`src/hdl/fcll_pkg.sv`:
```
// ----------------------------------------------------------------------------
// Fixed-column line lexer package
// Item types, result kinds, status and section codes, character constants.
// ----------------------------------------------------------------------------
package fcll_pkg;

   localparam logic [1:0] KIND_DATA    = 2'd0;
   localparam logic [1:0] KIND_RECORD  = 2'd1;
   localparam logic [1:0] KIND_SUMMARY = 2'd2;

   localparam logic [1:0] STAT_OK          = 2'd0;
   localparam logic [1:0] STAT_BAD_SECTION = 2'd1;
   localparam logic [1:0] STAT_BAD_SEQ     = 2'd2;
   localparam logic [1:0] STAT_CONTROL     = 2'd3;

   localparam logic [2:0] SECT_S = 3'd0;
   localparam logic [2:0] SECT_G = 3'd1;
   localparam logic [2:0] SECT_D = 3'd2;
   localparam logic [2:0] SECT_P = 3'd3;
   localparam logic [2:0] SECT_T = 3'd4;
   localparam logic [2:0] SECT_C = 3'd5;

   localparam logic [6:0] LINE_COLUMNS   = 7'd80;
   localparam logic [6:0] SECTION_COLUMN = 7'd72;
   localparam logic [6:0] DATA_LEN_FULL  = 7'd72;
   localparam logic [6:0] DATA_LEN_P     = 7'd64;

   localparam logic [7:0] CHAR_LF    = 8'h0A;
   localparam logic [7:0] CHAR_CR    = 8'h0D;
   localparam logic [7:0] CHAR_SPACE = 8'h20;
   localparam logic [7:0] CHAR_ZERO  = 8'h30;
   localparam logic [7:0] CHAR_NINE  = 8'h39;
   localparam logic [7:0] CTRL_LAST  = 8'h1F;
   localparam logic [7:0] CHAR_DEL   = 8'h7F;

   typedef struct packed {
      logic [7:0] in_byte;
      logic       end_of_file;
   } lexer_req_type;

   typedef struct packed {
      logic [1:0]  result_kind;
      logic [7:0]  data_byte;
      logic [6:0]  column;
      logic [23:0] line_number;
      logic [2:0]  section_code;
      logic [23:0] sequence_number;
      logic [1:0]  status;
      logic [6:0]  data_length;
      logic [15:0] error_count;
      logic        no_start;
   } lexer_rsp_type;

   function automatic logic section_valid(input logic [7:0] b);
      logic v;
      case (b)
         "S", "G", "D", "P", "T", "C": v = 1'b1;
         default:                     v = 1'b0;
      endcase
      return v;
   endfunction

   function automatic logic [2:0] section_code_of(input logic [7:0] b);
      logic [2:0] c;
      case (b)
         "S":     c = SECT_S;
         "G":     c = SECT_G;
         "D":     c = SECT_D;
         "P":     c = SECT_P;
         "T":     c = SECT_T;
         "C":     c = SECT_C;
         default: c = SECT_S;
      endcase
      return c;
   endfunction

endpackage

```
`src/hdl/fixed_column_line_lexer.sv`:
```
// ----------------------------------------------------------------------------
// Fixed-column line lexer
// Splits an 80-column card-image byte stream into data bytes, line records
// and an end-of-file summary.
// ----------------------------------------------------------------------------
//   channel   direction  handshake              payload
//   req_      in         req_valid / req_stall  fcll_pkg::lexer_req_type
//   rsp_      out        rsp_valid / rsp_stall  fcll_pkg::lexer_rsp_type
//
// One item per cycle while req_stall is low; its results are registered into the output queue on accept.
// An item yields up to two results, queued in a three-entry output queue;
// req_stall rises while two or more results are waiting.
// Reset (synchronous, active high) empties the queue and clears all counters.
// rsp_stall holds the head result; items keep coming in until two results wait.
// ----------------------------------------------------------------------------
module fixed_column_line_lexer #(
   parameter int LINE_COUNT_BITS = 24
) (
   input  logic                    clock,
   input  logic                    reset,
   input  logic                    req_valid,
   output logic                    req_stall,
   input  fcll_pkg::lexer_req_type req_item,
   output logic                    rsp_valid,
   input  logic                    rsp_stall,
   output fcll_pkg::lexer_rsp_type rsp_item
);
   import fcll_pkg::*;

   typedef struct packed {
      logic [6:0]  column_count;
      logic        held_cr;
      logic [7:0]  section_byte;
      logic [23:0] seq_acc;
      logic        seq_bad;
      logic        control_seen;
   } line_type;

   localparam line_type LINE_RESET = '{
      column_count: 7'd0, held_cr: 1'b0, section_byte: CHAR_SPACE,
      seq_acc: 24'd0, seq_bad: 1'b0, control_seen: 1'b0};

   line_type                   line_ff, line_in;
   logic [LINE_COUNT_BITS-1:0] lines_ff, lines_in;
   logic                       start_ff, start_in;
   logic [15:0]                rej_ff, rej_in;
   lexer_rsp_type              q_ff [3];
   lexer_rsp_type              q_in [3];
   lexer_rsp_type              shifted [3];
   logic [1:0]                 count_ff, count_in;
   logic [1:0]                 base;
   logic [1:0]                 n_res;
   lexer_rsp_type              res0, res1;
   lexer_rsp_type              rec;
   logic                       accept, pop;

   function automatic logic [23:0] line_out(input logic [LINE_COUNT_BITS-1:0] v);
      logic [31:0] w;
      w = 32'(v);
      return (w > 32'h00FF_FFFF) ? 24'hFF_FFFF : w[23:0];
   endfunction

   assign req_stall = (count_ff > 2'd1);
   assign accept    = req_valid && !req_stall;
   assign rsp_valid = (count_ff != 2'd0);
   assign rsp_item  = q_ff[0];
   assign pop       = rsp_valid && !rsp_stall;

   always_comb begin
      line_in  = line_ff;
      lines_in = lines_ff;
      start_in = start_ff;
      rej_in   = rej_ff;
      n_res    = 2'd0;
      res0     = '0;
      res1     = '0;
      rec      = '0;
      if (accept) begin
         if (req_item.end_of_file || req_item.in_byte == CHAR_LF) begin
            if (!req_item.end_of_file || line_in.column_count != 7'd0 || line_in.held_cr) begin
               if (lines_in != '1) begin
                  lines_in = lines_in + LINE_COUNT_BITS'(1);
               end
               if (line_in.column_count != 7'd0) begin
                  rec.result_kind = KIND_RECORD;
                  rec.line_number = line_out(lines_in);
                  if (!section_valid(line_in.section_byte)) begin
                     rec.status      = STAT_BAD_SECTION;
                     rec.data_byte   = line_in.section_byte;
                     rec.data_length = DATA_LEN_FULL;
                     if (rej_in != 16'hFFFF) rej_in = rej_in + 16'd1;
                  end else begin
                     rec.section_code    = section_code_of(line_in.section_byte);
                     rec.data_length     = (rec.section_code == SECT_P) ? DATA_LEN_P
                                                                        : DATA_LEN_FULL;
                     rec.sequence_number = line_in.seq_bad ? 24'd0 : line_in.seq_acc;
                     if (line_in.seq_bad) begin
                        rec.status = STAT_BAD_SEQ;
                        if (rej_in != 16'hFFFF) rej_in = rej_in + 16'd1;
                     end else if (rec.section_code == SECT_S && line_in.control_seen) begin
                        rec.status = STAT_CONTROL;
                        if (rej_in != 16'hFFFF) rej_in = rej_in + 16'd1;
                     end else begin
                        rec.status = STAT_OK;
                        if (rec.section_code == SECT_S) start_in = 1'b1;
                     end
                  end
                  res0  = rec;
                  n_res = 2'd1;
               end
               line_in = LINE_RESET;
            end
            if (req_item.end_of_file) begin
               rec             = '0;
               rec.result_kind = KIND_SUMMARY;
               rec.line_number = line_out(lines_in);
               rec.error_count = rej_in;
               rec.no_start    = !start_in;
               if (n_res == 2'd0) res0 = rec;
               else               res1 = rec;
               n_res    = n_res + 2'd1;
               line_in  = LINE_RESET;
               lines_in = '0;
               start_in = 1'b0;
               rej_in   = 16'd0;
            end
         end else begin
            // release a held carriage return as an ordinary byte
            if (line_in.held_cr) begin
               line_in.held_cr = 1'b0;
               if (line_in.column_count < SECTION_COLUMN) begin
                  res0.result_kind     = KIND_DATA;
                  res0.data_byte       = CHAR_CR;
                  res0.column          = line_in.column_count;
                  n_res                = 2'd1;
                  line_in.control_seen = 1'b1;
               end else if (line_in.column_count == SECTION_COLUMN) begin
                  line_in.section_byte = CHAR_CR;
               end else if (line_in.column_count < LINE_COLUMNS) begin
                  line_in.seq_bad = 1'b1;
               end
               if (line_in.column_count < LINE_COLUMNS) begin
                  line_in.column_count = line_in.column_count + 7'd1;
               end
            end
            if (req_item.in_byte == CHAR_CR) begin
               line_in.held_cr = 1'b1;
            end else begin
               if (line_in.column_count < SECTION_COLUMN) begin
                  rec.result_kind = KIND_DATA;
                  rec.data_byte   = req_item.in_byte;
                  rec.column      = line_in.column_count;
                  if (n_res == 2'd0) res0 = rec;
                  else               res1 = rec;
                  n_res = n_res + 2'd1;
                  if (req_item.in_byte <= CTRL_LAST || req_item.in_byte == CHAR_DEL) begin
                     line_in.control_seen = 1'b1;
                  end
               end else if (line_in.column_count == SECTION_COLUMN) begin
                  line_in.section_byte = req_item.in_byte;
               end else if (line_in.column_count < LINE_COLUMNS) begin
                  if (req_item.in_byte >= CHAR_ZERO && req_item.in_byte <= CHAR_NINE) begin
                     line_in.seq_acc = (line_in.seq_acc << 3) + (line_in.seq_acc << 1)
                                     + 24'(req_item.in_byte[3:0]);
                  end else if (req_item.in_byte != CHAR_SPACE) begin
                     line_in.seq_bad = 1'b1;
                  end
               end
               if (line_in.column_count < LINE_COLUMNS) begin
                  line_in.column_count = line_in.column_count + 7'd1;
               end
            end
         end
      end
   end

   always_comb begin
      shifted[0] = pop ? q_ff[1] : q_ff[0];
      shifted[1] = pop ? q_ff[2] : q_ff[1];
      shifted[2] = q_ff[2];
      base       = count_ff - {1'b0, pop};
      for (int i = 0; i < 3; i++) begin
         q_in[i] = shifted[i];
         if (n_res != 2'd0 && base == 2'(i)) q_in[i] = res0;
         if (n_res == 2'd2 && base + 2'd1 == 2'(i)) q_in[i] = res1;
      end
      count_in = base + n_res;
   end

   always_ff @(posedge clock) begin
      q_ff <= q_in;
      if (reset) begin
         count_ff <= 2'd0;
         line_ff  <= LINE_RESET;
         lines_ff <= '0;
         start_ff <= 1'b0;
         rej_ff   <= 16'd0;
      end else begin
         count_ff <= count_in;
         line_ff  <= line_in;
         lines_ff <= lines_in;
         start_ff <= start_in;
         rej_ff   <= rej_in;
      end
   end

endmodule

```
`config.mk`:
```
export PLATFORM = sky130hd
export DESIGN_NAME = fixed_column_line_lexer
export DESIGN_NICKNAME = d
export VERILOG_FILES = /design/src/hdl/fcll_pkg.sv /design/src/hdl/fixed_column_line_lexer.sv
export SDC_FILE = /design/constraint.sdc
export NUM_CORES = 1
export LEC_CHECK = 0
export BUFFER_PORTS_ARGS = -buffer_cell sky130_fd_sc_hd__buf_4
export CAP_MARGIN = 20
export CORE_MARGIN = 2
export CORE_UTILIZATION = 35
export CTS_BUF_LIST = sky130_fd_sc_hd__clkbuf_16
export DETAILED_ROUTE_END_ITERATION = 6
export PLACE_DENSITY = 0.52
export SLEW_MARGIN = 40
export SYNTH_ARGS = -nofsm -noshare
export SYNTH_HDL_FRONTEND = slang
export SYNTH_SLANG_ARGS = --single-unit
```
`constraint.sdc`:
```
create_clock -name clock -period 25.4 [get_ports clock]
set_clock_uncertainty 0.05 [all_clocks]
set_input_delay 5.08 -clock clock [delete_from_list [all_inputs] [get_ports clock]]
set_output_delay 5.08 -clock clock [all_outputs]
set_load 0.005 [all_outputs]
```
==> Yosys cells after proc, flatten, opt, wreduce, memory -nomap -nowiden <==
Cells that the tools add are included.
{ "totals": {"inputBits": 13, "output_inout_bits": 96, "register_bits": 367} }
{ "classes": {"order_cmp": 8, "n_eq_ne": 24, "n_reduce_logical": 35, "addsub": 11, "mux": 103} }
{ "op_table": {"columns": ["op", "n"], "rows": [
  ["94-bit 2-to-1 mux", 19],
  ["92-bit 2-to-1 mux", 3],
  ["93-bit 2-to-1 mux", 2],
  ["16-bit 2-to-1 mux", 10],
  ["42-bit 2-to-1 mux", 3],
  ["24-bit 2-to-1 mux", 5],
  ["8-bit by 7-bit equality test with 1-bit output, second input constant", 7],
  ["25-bit 2-to-1 mux", 2],
  ["34-bit 2-to-1 mux", 1],
  ["33-bit 2-to-1 mux", 1],
  ["8-bit 2-to-1 mux", 4],
  ["7-bit less-than comparator, second input constant", 4],
  ["1-bit 2-to-1 mux", 27],
  ["27-bit 2-to-1 mux", 1],
  ["24-bit by 1-bit adder with 24-bit output, second input constant", 1],
  ["24-bit adder", 1],
  ["24-bit by 4-bit adder with 24-bit output", 1],
  ["2-bit 2-to-1 mux", 12],
  ["24-bit != test, second input constant", 1],
  ["11-bit 2-to-1 mux", 2],
  ["7-bit 2-to-1 mux", 3],
  ["16-bit by 1-bit adder with 16-bit output, second input constant", 1],
  ["8-bit by 4-bit equality test with 1-bit output, second input constant", 2],
  ["16-bit != test, second input constant", 1],
  ["30 further kinds", 67]
]} }

==> Depth between registers and ports, before layout <==
Gate-level depths: netlist of run 1.
{ "depth": {"ltp_word": 28, "depth_mapped": 16, "depth_no_buf": 13} }

==> Worst setup path after synthesis of run 1 <==
OpenSTA, ideal clock, no wires.
{ "synth_path": {"kind": "input-to-reg", "start": "input req_item[6] in the netlist's numbering", "end": "register q_ff[0] in the netlist's numbering, enable pin", "slack_ns": 9.661, "required_time_ns": 24.577, "cell_stages": 5, "t_arrival_ns": 14.916, "cell_sequence": "buf_2 nor4_4 a21oi_2 o21a_1 o41ai_1"} }
{ "synth_via": {"elab_chain_len": 7, "word_cells_on_any_way": 11, "classes_between": "3 x eq/ne; 3 x mux; 5 x reduce/logical"} }
{ "synth_rtl": {"columns": ["item", "line", "text"], "rows": [
  ["from (decl)", "fixed_column_line_lexer.sv:23", "input fcll_pkg::lexer_req_type req_item,"],
  ["8-bit by 4-bit equality test with 1-bit output, on equally long branches", "fixed_column_line_lexer.sv:146, fixed_column_line_lexer.sv:79", null],
  ["2-bit 2-to-1 mux / 1-bit logical OR (equally long branches)", "fixed_column_line_lexer.sv:146, fixed_column_line_lexer.sv:79", null],
  ["2-bit 2-to-1 mux *", "fixed_column_line_lexer.sv:79", "if (req_item.end_of_file || req_item.in_byte == CHAR_LF) begin"],
  ["2-bit 2-to-1 mux *", "fixed_column_line_lexer.sv:78", "if (accept) begin"],
  ["2-bit equality test / 2-bit nonzero test (equally long branches)", "fixed_column_line_lexer.sv:185, fixed_column_line_lexer.sv:184", null],
  ["1-bit logical AND, on equally long branches", "fixed_column_line_lexer.sv:185, fixed_column_line_lexer.sv:184", null],
  ["2-bit nonzero test (no line) *", null, null],
  ["to (signal assigned)", "fixed_column_line_lexer.sv:191", "q_ff <= q_in;"],
  ["to (decl)", "fixed_column_line_lexer.sv:47", "lexer_rsp_type q_ff [3];"]
]} }
Mark *: on every way between the ends. The rest lies on a longest branch, timed or not.
A chain may end at the register's enable or synchronous reset.

==> key figures, run 1 <==
Run status
  – Status: complete, no violations

Drt
  – DR WL met3: 4.21 mm
  – Metal2 WL: 27.6 mm
  – DR top layer: met4
  – Routed vias: 16900
  – DRC: 0
  – WL per Instance: between 20 and 25 um
  – DR vias/cell: 5.73
  – DRT iter0 DRCs: 1646
  – Routed Antenna Nets: 0
  – 1st-pass router iterations: 5
  – M1 WL: 31.0 mm
  – Post-Route WL: roughly 64 mm

Placement
  – Final Wtd Congestion: 0.938
  – Port bufs: about 100
  – DP Area: 21400 sq um
  – HPWL Detailed: 41.3 mm

STA
  – Fin crit period: between 8 and 9 ns
  – Final setup vio count: 0
  – Hold Vio Cnt, Final: 0
  – FMAX: 0.119 GHz
  – Setup TNS: 0 ns
  – Slew headroom: 0.419
  – Period utilization: 0.330
  – RSZ-0062 raised after global routing: false
  – Worst slew pin tran: 0.869 ns
  – Max Slew Vio Count: 0

Clock network
  – Setup Fix Bufs, Post-CTS: 0
  – Clk slew on worst S/H paths: 0.06 ns
  – Skew-Pair Late Insertion Delay: around 0.57 ns
  – TritonCTS clock tree: built
  – Clock sinks: around 350
  – Bufs on Longest Clock Path: 3
  – H-tree Lvls: 2
  – CTS Buf Count: ~40
  – Post-CTS sizing: 0
  – Root Driver: clkbuf_16
  – CTS Hold Bufs: 0

Cells and area
  – Final Cell Area: between 20000 and 25000 sq um
  – Post-layout net count: 2221
  – Most frequent cells in the layout: nand2_1 (319), edfxtp_1 (264), a21oi_1 (214)
  – Fillers: 5849
  – Commonest non-fill, non-tap cell in the layout: nand2_1
  – Share of cells above drive strength 1: 0.116
  – Synthesis-to-layout area growth: 9.78%
  – Antenna fix cells: 0
  – Core Util, Final: 0.387

Logic synthesis
  – Synth Area in Adders: 0.0345
  – Synthesis warning total: 0
  – EDFF count, synth: 264
  – Complex-gate fraction of the synthesized area: 0.194
  – Netlist cell types: 92
  – Async SR Flop Fraction: 0
  – Mux cell area share after synthesis: 0.00906
  – Syn Inst Count: about 2200
  – Sequential area share after synthesis: 0.465
  – Post-Synth XOR/XNOR Area: 0.0258
  – Syn_area_per_cell: just over 9 sq um
  – Top FF cell, synth: edfxtp_1
  – Main combinational cell family by area after synthesis: compound AO/OA/AOI/OAI gates
  – Netlist Area Pre-Place: 20700 sq um
  – #FFs+latches synth: around 350
  – Synth Area in Simple Gates: 0.194

Power
  – Sequential Power Share: 0.430
  – NetSw: 721 uW
  – Switching share of power: 0.337
  – Clock power frac: 0.271
  – Combinational share of power: 0.299
  – Static leakage: between 8 and 9 nW
  – PwrDens: 94.0 nW/um^2
  – Worst VDD drop: 0.0000623 V
  – P_int: 1.42 mW

Global routing
  – Tot GR Track Use: 0.208
  – Initial antenna violation count: 0
  – Largest net degree at the start of global routing: 76
  – Vias in the first global route: between 15000 and 20000
  – Grt total ovfl: 0
  – First-pass GRT wire length: 98.8 mm

Worst setup path
  – Crit-path max cell delay: 0.75 ns
  – Crit path launch type: input pin
  – CP max stage cell: buf_4
  – WS Path Type: in2reg
  – WP data required: between 20 and 30 ns
  – Worst-path maximum fanout: 61
  – Most numerous cell on the critical path: buf_4
  – CP Cell Sequence: buf_4 -> nor4bb_4 -> a21o_1 -> a32oi_1 -> nor4_1 -> nor2b_4 -> buf_4 -> a22oi_1
  – CP arrival: between 8 and 9 ns
  – Cells on worst reg2reg path: 10
  – Setup crit end kind: flop

Floorplanning
  – Core area: 58800 sq um
  – Initial core utilization: 0.352
  – Die width: around 250 um
  – Die area: 61200 sq um
  – Die span in y: 247 um
  – Io pins: 109
  – # rows: 89

Job
  – Max-cap viol count: 0

Min path
  – Hold Path Cell Cnt: 2
  – Hold WC Path Type: reg2reg
## area by class of cell
cell class / count / area (sq um) / share of cell area
clock buffer: 43 / 1080 / 0.0473
clock inverter: 33 / 230 / 0.0101
inverter: 33 / 124 / 0.00545
multi-input combinational: 1589 / 9650 / 0.424
sequential: 349 / 9630 / 0.423
tap: 773 / 967 / 0.0425
timing repair buffer: 138 / 1070 / 0.0469
## synthesized netlist by cell type, types with 9 or more instances
cell type / n / area [sq um]
nand2_1: 320 / 1200
edfxtp_1: 264 / 7930
a21oi_1: 214 / 1070
nor2_1: 138 / 518
o21ai_0: 109 / 546
nand3_1: 103 / 515
buf_4: 96 / 721
clkbuf_1: 92 / 345
dfxtp_1: 85 / 1700
buf_2: 71 / 355
ha_1: 54 / 676
and3_1: 49 / 307
nor3_1: 46 / 230
xnor2_1: 39 / 342
a22oi_1: 33 / 248
inv_1: 32 / 120
a211oi_1: 30 / 225
a31oi_1: 27 / 169
o21a_1: 27 / 203
nand4_1: 25 / 156
o31ai_1: 24 / 180
o211ai_1: 23 / 173
nor4_1: 22 / 138
xor2_1: 22 / 193
or3_1: 20 / 125
and2_1: 18 / 113
a21o_1: 17 / 128
or4_1: 16 / 120
a22o_1: 13 / 114
nand2b_1: 13 / 81.3
mux2i_1: 12 / 120
nand3b_1: 11 / 82.6
and4_1: 9 / 78.8
nor2b_1: 9 / 56.3
o21ai_1: 9 / 45.0
## registers in the layout, summed over array words and instances (netlist names)
name / flops
count_ff: 2
line_ff: 42
lines_ff: 24
q_ff: 176
rej_ff: 16
rsp_item: 88
start_ff: 1
## per-layer routing
| metal | vias up | track usage |
|---|---|---|
| met5 | - | 0 |
| met4 | 0 | 0.0490 |
| met3 | 82 | 0.0349 |
| met2 | 564 | 0.311 |
| met1 | 8306 | 0.310 |
| li1 | 7983 | - |
## worst max-delay path, delay by kind of cell
family                 cells  cell delay [ns]
AOI/OAI and AO/OA          3             0.92
buffers and inverters      2             0.94
and+or+nand+nor            3             1.62
## cells by family after synthesis
kind of cell,Yosys count
buffers and inverters,302
other,1
AND/OR/NAND/NOR,828
multiplexers,18
flip-flops,349
AO/OA/AOI/OAI,621
adder cells (fa/ha/maj),56
XOR/XNOR,61
## final timing paths
check / to / startpoint / slack, ns
hold reg to reg: line_ff[31]$_SDFFE_PP1P_ / line_ff[31]$_SDFFE_PP1P_ / 0.45
setup reg to reg: rsp_item[85]$_DFFE_PP_ / line_ff[34]$_SDFFE_PP0P_ / 19.96
hold / removal: line_ff[31]$_SDFFE_PP1P_ / line_ff[31]$_SDFFE_PP1P_ / 0.45
setup / recovery: rsp_item[85]$_DFFE_PP_ / req_item[4] / 17.01
## through the flow
stage / hold slack (ns) / std cells / setup WS (ns) / total power [mW]
after floorplan: 0.409 / 2240 / 9.66 / 1.38
after global placement: 0.433 / 2881 / 15.94 / 1.56
after detailed placement: 0.440 / 2882 / 16.52 / 1.58
after CTS: 0.452 / 2958 / 17.11 / 2.16
after global routing: 0.476 / 2958 / 16.80 / 2.25
final: 0.450 / 2958 / 17.01 / 2.14
## power by group through the flow
stage | clock [mW] | sequential (mW) | combinational (mW)
6_report | 0.580 | 0.919 | 0.639
3_5_place_dp | 0 | 0.932 | 0.644
2_1_floorplan | 0 | 0.928 | 0.452
5_1_grt | 0.613 | 0.933 | 0.706
3_3_place_gp | 0 | 0.930 | 0.634
4_1_cts | 0.595 | 0.922 | 0.644
Note: power is estimated with default switching activity, not from simulation.
==> run 2, diff against run 1 <==
PLACE_DENSITY = 0.53   (was 0.52)
clock period = 6.8 ns   (was 25.4 ns; I/O delays follow)
==> key figures, run 2 (synthesis gave the netlist of run 1 again) <==
Min path
  – Hold Crit Start: line_ff[31]$_SDFFE_PP1P_
  – Hold Path Cell Cnt: 2
  – Hold WC Path Type: reg2reg
  – Worst Hold Path EP: line_ff[31]$_SDFFE_PP1P_

Worst setup path
  – Setup crit end kind: flop
  – Reg-to-reg endpoint: q_ff[173]$_DFFE_PP_
  – Crit-path max cell delay: 0.63 ns
  – Worst-path maximum fanout: 52
  – Crit path launch type: flop
  – Most numerous cell on the critical path: a21oi_1
  – WS Path Type: reg2reg
  – CP arrival: 5.11 ns
  – Reg-to-reg startpoint: line_ff[34]$_SDFFE_PP0P_
  – CP max stage cell: dfxtp_1
  – WP data required: slightly above 7 ns
  – CP Cell Sequence: nand2_1 -> or4_1 -> and3_1 -> nor2_1 -> ha_1 -> a21oi_1 -> o21ai_2 -> a211oi_4 -> buf_4 -> buf_4 -> a21oi_1 -> o21a_1 -> a21oi_1
  – Cells on worst reg2reg path: 13
  – Worst Setup SP: line_ff[34]$_SDFFE_PP0P_
  – CP top delay family: simple AND/OR/NAND/NOR gates
  – Buf+Inv Stages, Crit Path: 2
  – Worst reg-to-reg setup slack: 2.05 ns

Power
  – Clock power frac: 0.271
  – Switching share of power: 0.334
  – Sequential Power Share: 0.425
  – Static leakage: ~8.3 nW
  – Combinational share of power: 0.305
  – Pwr Total: 8.02 mW
  – P_int: roughly 5.3 mW
  – NetSw: between 2 and 3 mW
  – PwrDens: ~350 nW/um^2
  – Worst VDD drop: 0.000310 V

Cells and area
  – Post-layout net count: 2232
  – Synthesis-to-layout area growth: 10.5%
  – Commonest non-fill, non-tap cell in the layout: nand2_1
  – Core Util, Final: 0.389
  – Fillers: 5854
  – Most frequent cells in the layout: nand2_1 (319), edfxtp_1 (264), a21oi_1 (214)
  – Max reg flops: roughly 180
  – Share of cells above drive strength 1: 0.121
  – Largest Register: q_ff

STA
  – RSZ-0062 raised after global routing: false
  – Hold Vio Cnt, Final: 0
  – Final setup vio count: 0
  – Post-layout worst setup margin: a little over 2 ns
  – Worst hold margin: 0.456 ns
  – Slew headroom: 0.429
  – Setup TNS: 0 ns
  – Period utilization: 0.699
  – FMAX: 0.211 GHz
  – Worst slew pin tran: 0.849 ns
  – Max Slew Vio Count: 0
  – Fin crit period: 4.75 ns

Drt
  – DRT iter0 DRCs: 1662
  – 1st-pass router iterations: 5
  – DRC: 0
  – Post-Route WL: between 60 and 70 mm
  – Routed vias: 17000
  – DR vias/cell: 5.73
  – WL per Instance: 21.5 um
  – Routed Antenna Nets: 0

Clock network
  – Bufs on Longest Clock Path: 3
  – TritonCTS clock tree: built
  – Skew-Pair Late Insertion Delay: 0.57 ns
  – Clock sinks: around 350
  – Clk slew on worst S/H paths: 0.06 ns
  – CTS Buf Count: 40
  – CTS Hold Bufs: 0
  – Root Driver: clkbuf_16
  – Setup Fix Bufs, Post-CTS: 0
  – H-tree Lvls: 2
  – Post-CTS sizing: 0

Floorplanning
  – Die area: 61200 sq um
  – Die span in y: 247 um
  – Die width: 247 um
  – Core area: 58800 sq um
  – Initial core utilization: 0.352
  – Io pins: 109
  – # rows: 89

Run status
  – Status: complete, no violations

Placement
  – Final Wtd Congestion: 0.890
  – HPWL Detailed: 43.0 mm
  – Port bufs: 103
  – Pre-CTS worst setup slack: approximately 1.8 ns

Global routing
  – Vias in the first global route: ~16000
  – First-pass GRT wire length: 98.3 mm
  – Grt total ovfl: 0
  – Tot GR Track Use: 0.207
  – Largest net degree at the start of global routing: 64
  – Initial antenna violation count: 2

Job
  – Max-cap viol count: 0
-- run 2: layer usage --
metal | part of all wire | GRT usage | vias up
met2 | 0.43 | 0.304 | 581
met4 | 0.016 | 0.0470 | 2
li1 | - | - | 8010
met3 | 0.074 | 0.0368 | 69
met1 | 0.48 | 0.314 | 8354
met5 | 0.00019 | 0 | -
-- run 2: cell type report --
class | instances | area [sq um] | share of cell area
diodes | 1 | 2.50 | 0.000109
clock buffers | 43 | 1080 | 0.0470
clock inverters | 31 | 223 | 0.00973
inverters | 33 | 124 | 0.00541
multi-input cells | 1589 | 9660 | 0.422
flip-flops and latches | 349 | 9630 | 0.421
well taps | 773 | 967 | 0.0422
repair buffers | 150 | 1210 | 0.0528
-- run 2: worst min-delay path: stages, from the launching register on --
cell	delay [ns]
dfxtp_1	0.34
inv_1	0.06
a221oi_1	0.06
-- run 2: worst max-delay path by stage --
stage,endpoint,slack (ns),cells after the start
floorplan,rsp_item[0]$_DFFE_PP_,0.51,9
global placement,rsp_item[79]$_DFFE_PP_,1.79,8
detailed placement,q_ff[105]$_DFFE_PP_,1.82,11
CTS,q_ff[164]$_DFFE_PP_,1.82,11
global route,q_ff[173]$_DFFE_PP_,1.75,13
finish,q_ff[173]$_DFFE_PP_,2.05,13
-- run 2: power groups by stage --
stage	sequential (mW)	clock, mW	combinational (mW)
after CTS	3.42	2.22	2.46
after global routing	3.46	2.30	2.67
after detailed placement	3.46	0	2.46
after global placement	3.45	0	2.37
after floorplan	3.44	0	1.70
final	3.41	2.17	2.44
-- run 2: per-stage QoR --
step / std cells / instance area, sq um
5_1_grt: 2968 / 22900
4_1_cts: 2965 / 22800
6_report: 2969 / 22900
2_1_floorplan: 2240 / 20800
3_5_place_dp: 2891 / 21500
3_3_place_gp: 2889 / 21400
